--- src/hdl/cwr_pkg.sv ---
// ----------------------------------------------------------------------------
// cwr_pkg
// Shared types and constants for the GOIHW to blocked 4x4 weight reorder.
// ----------------------------------------------------------------------------
package cwr_pkg;

    // Register field widths
    localparam int GC_W       = 11;
    localparam int CH_W       = 13;
    localparam int K_W        = 7;

    // Position counter widths
    localparam int GPOS_W     = 10;
    localparam int CPOS_W     = 12;
    localparam int KPOS_W     = 6;

    // Rounded-up tile counts per group, and the narrow multiplier operand
    localparam int TILES_W    = CH_W - 1;
    localparam int MUL_A_W    = 12;

    // Kernel plane position, row * cols + col
    localparam int RC_W       = KPOS_W + K_W;

    localparam int CFG_ADDR_W = 5;
    localparam int APB_DATA_W = 32;
    localparam int PORT_W     = 32;

    // Tile geometry
    localparam int TILE_ELEMS = 16;
    localparam int TILE_SIDE  = 4;
    localparam int SIDE_MASK  = 3;
    localparam int TILE_SHIFT = 4;

    // Register reset values
    localparam int GROUP_COUNT_RST  = 1;
    localparam int IN_CHANNELS_RST  = 4;
    localparam int OUT_CHANNELS_RST = 4;
    localparam int KERNEL_ROWS_RST  = 1;
    localparam int KERNEL_COLS_RST  = 1;
    localparam int TRANSPOSE_RST    = 0;

    typedef enum logic [2:0] {
        REG_GROUP_COUNT  = 3'd0,
        REG_IN_CHANNELS  = 3'd1,
        REG_OUT_CHANNELS = 3'd2,
        REG_KERNEL_ROWS  = 3'd3,
        REG_KERNEL_COLS  = 3'd4,
        REG_TRANSPOSE    = 3'd5
    } cfg_reg_t;

    typedef struct packed {
        logic [GC_W-1:0] group_count;
        logic [CH_W-1:0] in_channels;
        logic [CH_W-1:0] out_channels;
        logic [K_W-1:0]  kernel_rows;
        logic [K_W-1:0]  kernel_cols;
        logic            transpose_mode;
    } cfg_t;

    // outer is the out channel, or the in channel in transpose mode
    typedef struct packed {
        logic [GPOS_W-1:0] group_pos;
        logic [CPOS_W-1:0] outer_chan_pos;
        logic [CPOS_W-1:0] inner_chan_pos;
        logic [KPOS_W-1:0] row_pos;
        logic [KPOS_W-1:0] col_pos;
    } pos_t;

    typedef struct packed {
        logic busy;       // geometry recompute in progress
        logic empty;      // some extent is zero: items give no result
        logic seed_load;  // index terms are ready to reload
    } geom_ctl_t;

endpackage

--- src/hdl/cwr_geom.sv ---
// ----------------------------------------------------------------------------
// cwr_geom
// Recomputes the layout strides after a register write: per-group channel
// counts on a shared restoring divider, then plane, tile and group strides and
// the index terms of the current position on a shared narrow multiplier.
// ----------------------------------------------------------------------------
module cwr_geom #(
    parameter int INDEX_BITS = 32
) (
    input  logic                        clk,
    input  logic                        rst_n,
    input  logic                        cfg_write,
    input  cwr_pkg::cfg_t               cfg,
    input  cwr_pkg::pos_t               pos,
    output cwr_pkg::geom_ctl_t          ctl,
    output logic [cwr_pkg::CH_W-1:0]    goc,
    output logic [cwr_pkg::CH_W-1:0]    gic,
    output logic [INDEX_BITS-1:0]       group_stride,
    output logic [INDEX_BITS-1:0]       o_wrap_step,
    output logic [INDEX_BITS-1:0]       i_wrap_step,
    output logic [INDEX_BITS-1:0]       gterm_seed,
    output logic [INDEX_BITS-1:0]       outer_seed,
    output logic [INDEX_BITS-1:0]       inner_seed
);
    import cwr_pkg::*;

    localparam int IW = INDEX_BITS;

    localparam int GOC_RST     = OUT_CHANNELS_RST / GROUP_COUNT_RST;
    localparam int GIC_RST     = IN_CHANNELS_RST / GROUP_COUNT_RST;
    localparam int PLANE_RST   = KERNEL_ROWS_RST * KERNEL_COLS_RST * TILE_ELEMS;
    localparam int TILE_RST    = ((GIC_RST + SIDE_MASK) / TILE_SIDE) * PLANE_RST;
    localparam int GSTRIDE_RST = ((GOC_RST + SIDE_MASK) / TILE_SIDE) * TILE_RST;
    localparam int ROW_WRAP    = SIDE_MASK * TILE_SIDE;

    localparam logic [3:0] DIV_LAST = 4'(CH_W - 1);

    typedef enum logic [3:0] {
        S_IDLE,
        S_LOAD,
        S_DIV_O,
        S_DIV_I,
        S_PLANE,
        S_TILE,
        S_GSTRIDE,
        S_GTERM,
        S_OTERM,
        S_ITERM,
        S_STEPS
    } state_t;

    state_t              state_reg;
    logic [CH_W-1:0]     num_reg;
    logic [GC_W-1:0]     rem_reg;
    logic [3:0]          cnt_reg;
    logic [CH_W-1:0]     goc_reg;
    logic [CH_W-1:0]     gic_reg;
    logic [IW-1:0]       plane_reg;
    logic [IW-1:0]       tile_reg;
    logic [IW-1:0]       gstride_reg;
    logic [IW-1:0]       o_wrap_reg;
    logic [IW-1:0]       i_wrap_reg;
    logic [IW-1:0]       gseed_reg;
    logic [IW-1:0]       oseed_reg;
    logic [IW-1:0]       iseed_reg;
    logic                empty_reg;

    // restoring divider step
    logic [GC_W:0]       trial;
    logic [GC_W:0]       diff;
    logic                qbit;
    logic [GC_W-1:0]     rem_step;
    logic [CH_W-1:0]     num_step;

    logic [CH_W:0]       goc_round;
    logic [CH_W:0]       gic_round;
    logic [TILES_W-1:0]  goc4;
    logic [TILES_W-1:0]  gic4;

    logic [MUL_A_W-1:0]  mul_a;
    logic [IW-1:0]       mul_b;
    logic [IW-1:0]       prod;
    logic [IW-1:0]       outer_lane;
    logic [IW-1:0]       inner_lane;

    always_comb
    begin
        trial    = {rem_reg, num_reg[CH_W-1]};
        diff     = trial - {1'b0, cfg.group_count};
        qbit     = (trial >= {1'b0, cfg.group_count});
        rem_step = qbit ? diff[GC_W-1:0] : trial[GC_W-1:0];
        num_step = {num_reg[CH_W-2:0], qbit};
    end

    assign goc_round = {1'b0, goc_reg} + (CH_W+1)'(SIDE_MASK);
    assign gic_round = {1'b0, gic_reg} + (CH_W+1)'(SIDE_MASK);
    assign goc4      = goc_round[CH_W:2];
    assign gic4      = gic_round[CH_W:2];

    always_comb
    begin
        mul_a = '0;
        mul_b = '0;
        unique case (state_reg)
            S_PLANE:
            begin
                mul_a = MUL_A_W'(cfg.kernel_rows);
                mul_b = IW'(cfg.kernel_cols) << TILE_SHIFT;
            end
            S_TILE:
            begin
                mul_a = MUL_A_W'(gic4);
                mul_b = plane_reg;
            end
            S_GSTRIDE:
            begin
                mul_a = MUL_A_W'(goc4);
                mul_b = tile_reg;
            end
            S_GTERM:
            begin
                mul_a = MUL_A_W'(pos.group_pos);
                mul_b = gstride_reg;
            end
            S_OTERM:
            begin
                mul_a = MUL_A_W'(pos.outer_chan_pos[CPOS_W-1:2]);
                mul_b = cfg.transpose_mode ? plane_reg : tile_reg;
            end
            S_ITERM:
            begin
                mul_a = MUL_A_W'(pos.inner_chan_pos[CPOS_W-1:2]);
                mul_b = cfg.transpose_mode ? tile_reg : plane_reg;
            end
            default:
            begin
                mul_a = '0;
                mul_b = '0;
            end
        endcase
    end

    assign prod = IW'(mul_a * mul_b);

    // offset inside the tile: out lane counts by 4, in lane by 1
    assign outer_lane = cfg.transpose_mode ? IW'(pos.outer_chan_pos[1:0])
                                           : IW'({pos.outer_chan_pos[1:0], 2'b00});
    assign inner_lane = cfg.transpose_mode ? IW'({pos.inner_chan_pos[1:0], 2'b00})
                                           : IW'(pos.inner_chan_pos[1:0]);

    always_ff @(posedge clk or negedge rst_n)
    begin
        if (!rst_n)
        begin
            state_reg   <= S_IDLE;
            num_reg     <= '0;
            rem_reg     <= '0;
            cnt_reg     <= '0;
            goc_reg     <= CH_W'(GOC_RST);
            gic_reg     <= CH_W'(GIC_RST);
            plane_reg   <= IW'(PLANE_RST);
            tile_reg    <= IW'(TILE_RST);
            gstride_reg <= IW'(GSTRIDE_RST);
            o_wrap_reg  <= IW'(TILE_RST - ROW_WRAP);
            i_wrap_reg  <= IW'(PLANE_RST - SIDE_MASK);
            gseed_reg   <= '0;
            oseed_reg   <= '0;
            iseed_reg   <= '0;
            empty_reg   <= 1'b0;
        end
        else if (cfg_write)
        begin
            state_reg <= S_LOAD;
        end
        else
        begin
            unique case (state_reg)
                S_IDLE:
                begin
                end
                S_LOAD:
                begin
                    if (cfg.group_count == '0)
                    begin
                        goc_reg   <= '0;
                        gic_reg   <= '0;
                        state_reg <= S_PLANE;
                    end
                    else
                    begin
                        num_reg   <= cfg.out_channels;
                        rem_reg   <= '0;
                        cnt_reg   <= '0;
                        state_reg <= S_DIV_O;
                    end
                end
                S_DIV_O:
                begin
                    num_reg <= num_step;
                    rem_reg <= rem_step;
                    cnt_reg <= cnt_reg + 4'd1;
                    if (cnt_reg == DIV_LAST)
                    begin
                        goc_reg   <= num_step;
                        num_reg   <= cfg.in_channels;
                        rem_reg   <= '0;
                        cnt_reg   <= '0;
                        state_reg <= S_DIV_I;
                    end
                end
                S_DIV_I:
                begin
                    num_reg <= num_step;
                    rem_reg <= rem_step;
                    cnt_reg <= cnt_reg + 4'd1;
                    if (cnt_reg == DIV_LAST)
                    begin
                        gic_reg   <= num_step;
                        state_reg <= S_PLANE;
                    end
                end
                S_PLANE:
                begin
                    plane_reg <= prod;
                    state_reg <= S_TILE;
                end
                S_TILE:
                begin
                    tile_reg  <= prod;
                    state_reg <= S_GSTRIDE;
                end
                S_GSTRIDE:
                begin
                    gstride_reg <= prod;
                    state_reg   <= S_GTERM;
                end
                S_GTERM:
                begin
                    gseed_reg <= prod;
                    state_reg <= S_OTERM;
                end
                S_OTERM:
                begin
                    oseed_reg <= prod + outer_lane;
                    state_reg <= S_ITERM;
                end
                S_ITERM:
                begin
                    iseed_reg <= prod + inner_lane;
                    state_reg <= S_STEPS;
                end
                S_STEPS:
                begin
                    o_wrap_reg <= tile_reg - IW'(ROW_WRAP);
                    i_wrap_reg <= plane_reg - IW'(SIDE_MASK);
                    empty_reg  <= (cfg.group_count == '0) || (goc_reg == '0) ||
                                  (gic_reg == '0) || (cfg.kernel_rows == '0) ||
                                  (cfg.kernel_cols == '0);
                    state_reg  <= S_IDLE;
                end
                default:
                begin
                    state_reg <= S_IDLE;
                end
            endcase
        end
    end

    assign ctl.busy      = (state_reg != S_IDLE);
    assign ctl.empty     = empty_reg;
    assign ctl.seed_load = (state_reg == S_STEPS);

    assign goc          = goc_reg;
    assign gic          = gic_reg;
    assign group_stride = gstride_reg;
    assign o_wrap_step  = o_wrap_reg;
    assign i_wrap_step  = i_wrap_reg;
    assign gterm_seed   = gseed_reg;
    assign outer_seed   = oseed_reg;
    assign inner_seed   = iseed_reg;

endmodule

--- src/hdl/conv_weight_reorder_goihw16_core.sv ---
// ----------------------------------------------------------------------------
// conv_weight_reorder_goihw16_core
// Streams convolution weights in GOIHW (or GIOHW) order and tags each word
// with its index in the blocked [g][o/4][i/4][h][w][4x4] layout.
// ----------------------------------------------------------------------------
// One weight word is taken per clock and its result appears in the output
// register on the next clock; the input stalls while that register holds a
// word that the sink is stalling and while the geometry is recomputed. The
// destination index is the sum of running terms for group, out channel and in
// channel kept alongside the position counters, so each word costs one add per
// term. After every register write the input stalls while the per-group
// channel counts pass through one shared 13-step restoring divider (skipped
// when the group count is zero) and the strides and the terms of the current
// position go through one shared 12 by INDEX_BITS multiplier.
// Out of reset the block is ready at once with the reset geometry.
module conv_weight_reorder_goihw16_core #(
    parameter int DATA_BITS  = 32,
    parameter int INDEX_BITS = 32
) (
    input  logic                             clk,
    input  logic                             rst_n,
    input  logic                             psel,
    input  logic                             penable,
    input  logic                             pwrite,
    input  logic [cwr_pkg::CFG_ADDR_W-1:0]   paddr,
    input  logic [cwr_pkg::APB_DATA_W-1:0]   pwdata,
    output logic [cwr_pkg::APB_DATA_W-1:0]   prdata,
    output logic                             pready,
    input  logic                             weight_valid,
    output logic                             weight_stall,
    input  logic [cwr_pkg::PORT_W-1:0]       weight_value,
    output logic                             result_valid,
    input  logic                             result_stall,
    output logic [cwr_pkg::PORT_W-1:0]       dest_index,
    output logic [cwr_pkg::PORT_W-1:0]       value_out,
    output logic                             tensor_done
);
    import cwr_pkg::*;

    localparam int IW = INDEX_BITS;
    localparam logic [PORT_W-1:0] DATA_MASK = PORT_W'((64'd1 << DATA_BITS) - 64'd1);

    cfg_t               cfg_reg;
    pos_t               pos_reg;
    pos_t               pos_next;
    logic [IW-1:0]      gterm_reg;
    logic [IW-1:0]      oterm_reg;
    logic [IW-1:0]      iterm_reg;
    logic [IW-1:0]      gterm_next;
    logic [IW-1:0]      oterm_next;
    logic [IW-1:0]      iterm_next;

    logic               rvalid_reg;
    logic [PORT_W-1:0]  dest_reg;
    logic [PORT_W-1:0]  value_reg;
    logic               done_reg;

    geom_ctl_t          gctl;
    logic [CH_W-1:0]    goc;
    logic [CH_W-1:0]    gic;
    logic [IW-1:0]      group_stride;
    logic [IW-1:0]      o_wrap_step;
    logic [IW-1:0]      i_wrap_step;
    logic [IW-1:0]      gterm_seed;
    logic [IW-1:0]      outer_seed;
    logic [IW-1:0]      inner_seed;

    logic               cfg_write;
    cfg_reg_t           cfg_sel;
    logic               take;
    logic               fire;

    logic [KPOS_W:0]    col_inc;
    logic [KPOS_W:0]    row_inc;
    logic [CPOS_W:0]    inner_inc;
    logic [CPOS_W:0]    outer_inc;
    logic [GPOS_W:0]    group_inc;
    logic [CH_W-1:0]    inner_ext;
    logic [CH_W-1:0]    outer_ext;
    logic               col_carry;
    logic               row_carry;
    logic               inner_carry;
    logic               outer_carry;
    logic               group_carry;
    logic [IW-1:0]      inner_step;
    logic [IW-1:0]      outer_step;
    logic [RC_W-1:0]    rc;
    logic [IW-1:0]      idx;

    // ---------------- configuration port ----------------
    assign pready    = 1'b1;
    assign cfg_write = psel && penable && pwrite && pready;
    assign cfg_sel   = cfg_reg_t'(paddr[CFG_ADDR_W-1:2]);

    always_ff @(posedge clk or negedge rst_n)
    begin
        if (!rst_n)
        begin
            cfg_reg.group_count    <= GC_W'(GROUP_COUNT_RST);
            cfg_reg.in_channels    <= CH_W'(IN_CHANNELS_RST);
            cfg_reg.out_channels   <= CH_W'(OUT_CHANNELS_RST);
            cfg_reg.kernel_rows    <= K_W'(KERNEL_ROWS_RST);
            cfg_reg.kernel_cols    <= K_W'(KERNEL_COLS_RST);
            cfg_reg.transpose_mode <= 1'(TRANSPOSE_RST);
        end
        else if (cfg_write)
        begin
            unique case (cfg_sel)
                REG_GROUP_COUNT:  cfg_reg.group_count    <= pwdata[GC_W-1:0];
                REG_IN_CHANNELS:  cfg_reg.in_channels    <= pwdata[CH_W-1:0];
                REG_OUT_CHANNELS: cfg_reg.out_channels   <= pwdata[CH_W-1:0];
                REG_KERNEL_ROWS:  cfg_reg.kernel_rows    <= pwdata[K_W-1:0];
                REG_KERNEL_COLS:  cfg_reg.kernel_cols    <= pwdata[K_W-1:0];
                REG_TRANSPOSE:    cfg_reg.transpose_mode <= pwdata[0];
                default:
                begin
                end
            endcase
        end
    end

    always_comb
    begin
        unique case (cfg_sel)
            REG_GROUP_COUNT:  prdata = APB_DATA_W'(cfg_reg.group_count);
            REG_IN_CHANNELS:  prdata = APB_DATA_W'(cfg_reg.in_channels);
            REG_OUT_CHANNELS: prdata = APB_DATA_W'(cfg_reg.out_channels);
            REG_KERNEL_ROWS:  prdata = APB_DATA_W'(cfg_reg.kernel_rows);
            REG_KERNEL_COLS:  prdata = APB_DATA_W'(cfg_reg.kernel_cols);
            REG_TRANSPOSE:    prdata = APB_DATA_W'(cfg_reg.transpose_mode);
            default:          prdata = '0;
        endcase
    end

    // ---------------- geometry ----------------
    cwr_geom #(
        .INDEX_BITS (INDEX_BITS)
    ) u_geom (
        .clk          (clk),
        .rst_n        (rst_n),
        .cfg_write    (cfg_write),
        .cfg          (cfg_reg),
        .pos          (pos_reg),
        .ctl          (gctl),
        .goc          (goc),
        .gic          (gic),
        .group_stride (group_stride),
        .o_wrap_step  (o_wrap_step),
        .i_wrap_step  (i_wrap_step),
        .gterm_seed   (gterm_seed),
        .outer_seed   (outer_seed),
        .inner_seed   (inner_seed)
    );

    // ---------------- handshake ----------------
    assign weight_stall = gctl.busy || (rvalid_reg && result_stall);
    assign take         = weight_valid && !weight_stall;
    assign fire         = take && !gctl.empty;

    // ---------------- position walk ----------------
    assign inner_ext = cfg_reg.transpose_mode ? goc : gic;
    assign outer_ext = cfg_reg.transpose_mode ? gic : goc;

    always_comb
    begin
        col_inc   = {1'b0, pos_reg.col_pos} + 1'b1;
        row_inc   = {1'b0, pos_reg.row_pos} + 1'b1;
        inner_inc = {1'b0, pos_reg.inner_chan_pos} + 1'b1;
        outer_inc = {1'b0, pos_reg.outer_chan_pos} + 1'b1;
        group_inc = {1'b0, pos_reg.group_pos} + 1'b1;

        // a counter at or past its extent wraps and carries
        col_carry   = (col_inc >= cfg_reg.kernel_cols);
        row_carry   = col_carry && (row_inc >= cfg_reg.kernel_rows);
        inner_carry = row_carry && ((CH_W)'(inner_inc) >= inner_ext);
        outer_carry = inner_carry && ((CH_W)'(outer_inc) >= outer_ext);
        group_carry = outer_carry && (group_inc >= cfg_reg.group_count);

        pos_next = pos_reg;
        pos_next.col_pos = col_carry ? '0 : col_inc[KPOS_W-1:0];
        if (col_carry)
            pos_next.row_pos = row_carry ? '0 : row_inc[KPOS_W-1:0];
        if (row_carry)
            pos_next.inner_chan_pos = inner_carry ? '0 : inner_inc[CPOS_W-1:0];
        if (inner_carry)
            pos_next.outer_chan_pos = outer_carry ? '0 : outer_inc[CPOS_W-1:0];
        if (outer_carry)
            pos_next.group_pos = group_carry ? '0 : group_inc[GPOS_W-1:0];
    end

    // term step: lane step inside a tile, or jump to the next tile
    always_comb
    begin
        if (pos_reg.inner_chan_pos[1:0] == 2'(SIDE_MASK))
            inner_step = cfg_reg.transpose_mode ? o_wrap_step : i_wrap_step;
        else
            inner_step = cfg_reg.transpose_mode ? IW'(TILE_SIDE) : IW'(1);

        if (pos_reg.outer_chan_pos[1:0] == 2'(SIDE_MASK))
            outer_step = cfg_reg.transpose_mode ? i_wrap_step : o_wrap_step;
        else
            outer_step = cfg_reg.transpose_mode ? IW'(1) : IW'(TILE_SIDE);
    end

    always_comb
    begin
        gterm_next = gterm_reg;
        oterm_next = oterm_reg;
        iterm_next = iterm_reg;
        if (row_carry)
            iterm_next = (pos_next.inner_chan_pos == '0) ? '0 : iterm_reg + inner_step;
        if (inner_carry)
            oterm_next = (pos_next.outer_chan_pos == '0) ? '0 : oterm_reg + outer_step;
        if (outer_carry)
            gterm_next = (pos_next.group_pos == '0) ? '0 : gterm_reg + group_stride;
    end

    assign rc  = RC_W'(pos_reg.row_pos * cfg_reg.kernel_cols) + RC_W'(pos_reg.col_pos);
    assign idx = gterm_reg + oterm_reg + iterm_reg + (IW'(rc) << TILE_SHIFT);

    always_ff @(posedge clk or negedge rst_n)
    begin
        if (!rst_n)
        begin
            pos_reg   <= '0;
            gterm_reg <= '0;
            oterm_reg <= '0;
            iterm_reg <= '0;
        end
        else if (gctl.seed_load)
        begin
            gterm_reg <= gterm_seed;
            oterm_reg <= outer_seed;
            iterm_reg <= inner_seed;
        end
        else if (fire)
        begin
            pos_reg   <= pos_next;
            gterm_reg <= gterm_next;
            oterm_reg <= oterm_next;
            iterm_reg <= iterm_next;
        end
    end

    // ---------------- result register ----------------
    always_ff @(posedge clk or negedge rst_n)
    begin
        if (!rst_n)
            rvalid_reg <= 1'b0;
        else if (fire)
            rvalid_reg <= 1'b1;
        else if (!result_stall)
            rvalid_reg <= 1'b0;
    end

    always_ff @(posedge clk)
    begin
        if (fire)
        begin
            dest_reg  <= PORT_W'(idx);
            value_reg <= weight_value & DATA_MASK;
            done_reg  <= group_carry;
        end
    end

    assign result_valid = rvalid_reg;
    assign dest_index   = dest_reg;
    assign value_out    = value_reg;
    assign tensor_done  = done_reg;

endmodule

--- config.mk ---
export PLATFORM = sky130hd
export DESIGN_NAME = conv_weight_reorder_goihw16_core
export DESIGN_NICKNAME = d
export VERILOG_FILES = /design/src/hdl/cwr_pkg.sv /design/src/hdl/cwr_geom.sv /design/src/hdl/conv_weight_reorder_goihw16_core.sv
export SDC_FILE = /design/constraint.sdc
export NUM_CORES = 2
export LEC_CHECK = 0
export ABC_CLOCK_PERIOD_IN_PS = 8800
export BUFFER_PORTS_ARGS = -buffer_cell sky130_fd_sc_hd__clkbuf_2
export CORE_AREA = 10 10 356 358
export CTS_BUF_LIST = sky130_fd_sc_hd__clkbuf_4 sky130_fd_sc_hd__clkbuf_8
export DETAILED_ROUTE_END_ITERATION = 7
export DIE_AREA = 0 0 366 368
export PLACE_DENSITY = 0.56
export SLEW_MARGIN = 20
export SYNTH_ARGS = -nofsm -noshare
export SYNTH_HDL_FRONTEND = slang
export SYNTH_SLANG_ARGS = --single-unit
--- constraint.sdc ---
create_clock -name clk -period 8.8 [get_ports clk]
set_input_delay 2.64 -clock clk [delete_from_list [all_inputs] [get_ports clk]]
set_output_delay 2.64 -clock clk [all_outputs]
set_load 0.02 [all_outputs]
==> run summary <==
GRT
* **overall global routing resource usage** 0.211
* **initial antenna violation count** 1
* **largest net degree at the start of global routing** 141
* **gr ovfl total** 0
* **wire length of the first global-routing pass** 225 mm
* **via count of the first global-routing pass** 37899

Final layout
* **commonest non-fill, non-tap cells in the layout** nand2_1 (847), dfrtp_1 (493), o21ai_0 (473)
* **final instance count without filler cells** 7124
* **number of nets in the finished design** 6111
* **core occupancy in the finished layout** 0.442
* **fraction of final layout cells with drive strength greater than 1** 0.120
* **P&R area growth vs syn** 11.4%
* **leading cell type in the layout, fill and taps excluded** nand2_1
* **final cell area excluding filler cells** 52700 um^2
* **Largest register FFs** 52

Place
* **final HPWL from detailed placement** 113 mm
* **placed inst area** 50300 um^2
* **dpl cells** 6928
* **input/output buffers** 134
* **Setup Slack @ Placement** -25.5 ps
* **global placement routability congestion** 0.909

Synthesis
* **flip-flop cell with the highest count after synthesis** dfrtp_1
* **synthesized instance count** 5293
* **Unique masters post-synth** 92
* **flip-flop and latch count after synthesis** 575
* **ys async rst share** 0.887
* **Post-Syn Area per Cell** 8.94 um^2
* **fraction of the yosys area taken by sequential cells** 0.311
* **number of synthesized flops with an enable pin** 65
* **Yosys warning total** 0
* **total standard cell area after synthesis** 47300 um^2

Run status
* **status** finished, final reports clean

Routing
* **via-per-instance ratio** 5.37
* **routed len/inst** 20.3 um
* **initial DRC count** 3302
* **routed via count** 38275
* **antenna violation net count after detailed routing** 0
* **wire length after detailed routing** 145 mm
* **post-detailed-route DRC marker count** 0
* **drt pass-1 iters** 7

Clock network
* **H-Tree Level Count** 3
* **root buffer cell** clkbuf_8
* **Num CTS Buffers** 102
* **CTS tree** done
* **insertion delay of the later-clocked pin in the worst-skew pair** 800 ps
* **clock-pin slew reported for the worst setup and hold paths after clock tree synthesis** 70 ps
* **maximum root-to-sink buffer count** 3
* **Num Clock Sinks** 575
* **hold-fix buffers at CTS** 0

STA
* **max frequency** 119 MHz
* **skew final** 51.8 ps
* **RSZ-0062 raised after global routing** true
* **headroom to the max-slew limit** 0.245
* **share of the clock period used by the worst path** 0.959
* **final period demand of the worst path** 8440 ps
* **final slew viol count** 0
* **Setup-failing EPs final** 0
* **worst slew pin tran** 1130 ps
* **Final WS setup** 362 ps
* **final count of hold timing violations** 0

Worst setup path
* **maximum fanout count along the critical path** 17
* **required time at the worst-slack endpoint** 9440 ps
* **CP arrival** 9070 ps
* **crit path launch type** flip-flop
* **CP Capture Type** flip-flop
* **critical path's largest stage delay** 570 ps
* **path type of the worst setup path** reg2reg
* **CP max-delay cell** fa_1
* **most used cell, CP** fa_1

Floorplan
* **initial core utilization** 0.397
* **die area** 135000 um^2
* **Die Width** 366 um
* **number of top-level pins** 176
* **area of the core** 119000 um^2
* **vertical extent of the die** 368 um
* **num rows** 127

Power
* **leakage power summed over all cells** 25.2 nW
* **Power Total** 8.03 mW
* **total power per unit cell area** 152 nW/um^2
* **IR Drop Worst-Case VDD** 0.108 mV

Run
* **maximum capacitance violations** 0

Min path
* **worst hold path type** reg2reg

-- cell type report --
class / instances / area (um^2)
Antenna cell: 1 / 2.50
Sequential cell: 575 / 14700
Multi-Input combinational cell: 3997 / 30100
Timing Repair Buffer: 284 / 1840
Clock inverter: 31 / 263
Tap cell: 1612 / 2020
Inverter: 462 / 1740
Clock buffer: 162 / 2010
Fill cell: 11722 / 66600
-- metal layers --
metal,GRT usage,share of wire
met1,0.310,0.48
met4,0.0536,0.021
met2,0.323,0.43
met5,0,0
met3,0.0296,0.061
-- path summary, 6_finish.rpt --
path                                                   start                           endpoint  slack [ps]  cells past startpoint
max                          u_geom.state_reg[2]$_DFFE_PN0P_  u_geom.outer_seed[31]$_DFFE_PN0P_         360                     30
min in group asynchronous                              rst_n      u_geom.rem_reg[8]$_DFFE_PN0P_        1900                      1
max in group asynchronous                              rst_n          iterm_reg[24]$_DFFE_PN0P_        5510                      2
min                        u_geom.inner_seed[14]$_DFFE_PN0P_  u_geom.inner_seed[14]$_DFFE_PN0P_         480                      2
max reg2reg                  u_geom.state_reg[2]$_DFFE_PN0P_  u_geom.outer_seed[31]$_DFFE_PN0P_         360                     30
min reg2reg                u_geom.inner_seed[14]$_DFFE_PN0P_  u_geom.inner_seed[14]$_DFFE_PN0P_         480                      2
-- report_power, final --
group / switching, mW / internal, mW
logic: 1.24 / 0.762
registers: 0.280 / 2.98
clock network: 1.22 / 1.54
-- logic make-up (layout without fill, tap and decap cells) --
family                   after synthesis  after routing  synth area share
flip-flops                           575            575             0.311
adder cells (fa/ha/maj)              613            613             0.212
multiplexers                         191            191            0.0428
AO/OA/AOI/OAI                       1156           1156             0.150
XOR/XNOR                             321            321            0.0603
other                                  2             21          0.000159
buffers and inverters                739            939            0.0606
AND/OR/NAND/NOR                     1696           1696             0.163
-- what timing repair did --
action | in CTS | in global routing
gates cloned | 0 | 0
setup buffers | 1 | 1
pin swaps | 1 | 3
gates resized for setup | 1 | 30
setup endpoints to repair | 5 | 29
-- stage by stage --
stage / hold slack, ps / setup TNS, ps
floorplan: 442 / 0
global placement: 462 / 0
detailed placement: 471 / -25.5
CTS: 464 / 0
global route: 493 / 0
finish: 482 / 0
-- Yosys cell counts, types with 28 or more instances --
cell	instances	area, um^2
clkbuf_1	227	852
edfxtp_1	65	1950
o21a_1	28	210
and3_1	87	544
xnor2_1	206	1800
mux2_2	78	878
fa_1	314	6290
nor4_1	31	194
mux2i_1	111	1110
nand2b_1	56	350
and2_1	55	344
dfrtp_1	496	12400
ha_1	299	3740
o31ai_1	31	233
nor3_1	58	290
a21o_1	95	713
a21oi_1	233	1170
nand3_1	91	455
inv_1	461	1730
nand2_1	855	3210
xor2_1	112	981
nor2_1	276	1040
a22oi_1	55	413
nor2b_1	63	394
o21ai_0	474	2370
-- worst max-delay path: cells and delay by family (launching register included) --
family	cells	cell delay [ps]
XOR/XNOR	1	170
AND/OR/NAND/NOR	7	1950
AO/OA/AOI/OAI	9	1740
buffers and inverters	7	1060
adder cells (fa/ha/maj)	6	2890
flip-flops	1	470
Power figures use the tool's default switching activity.
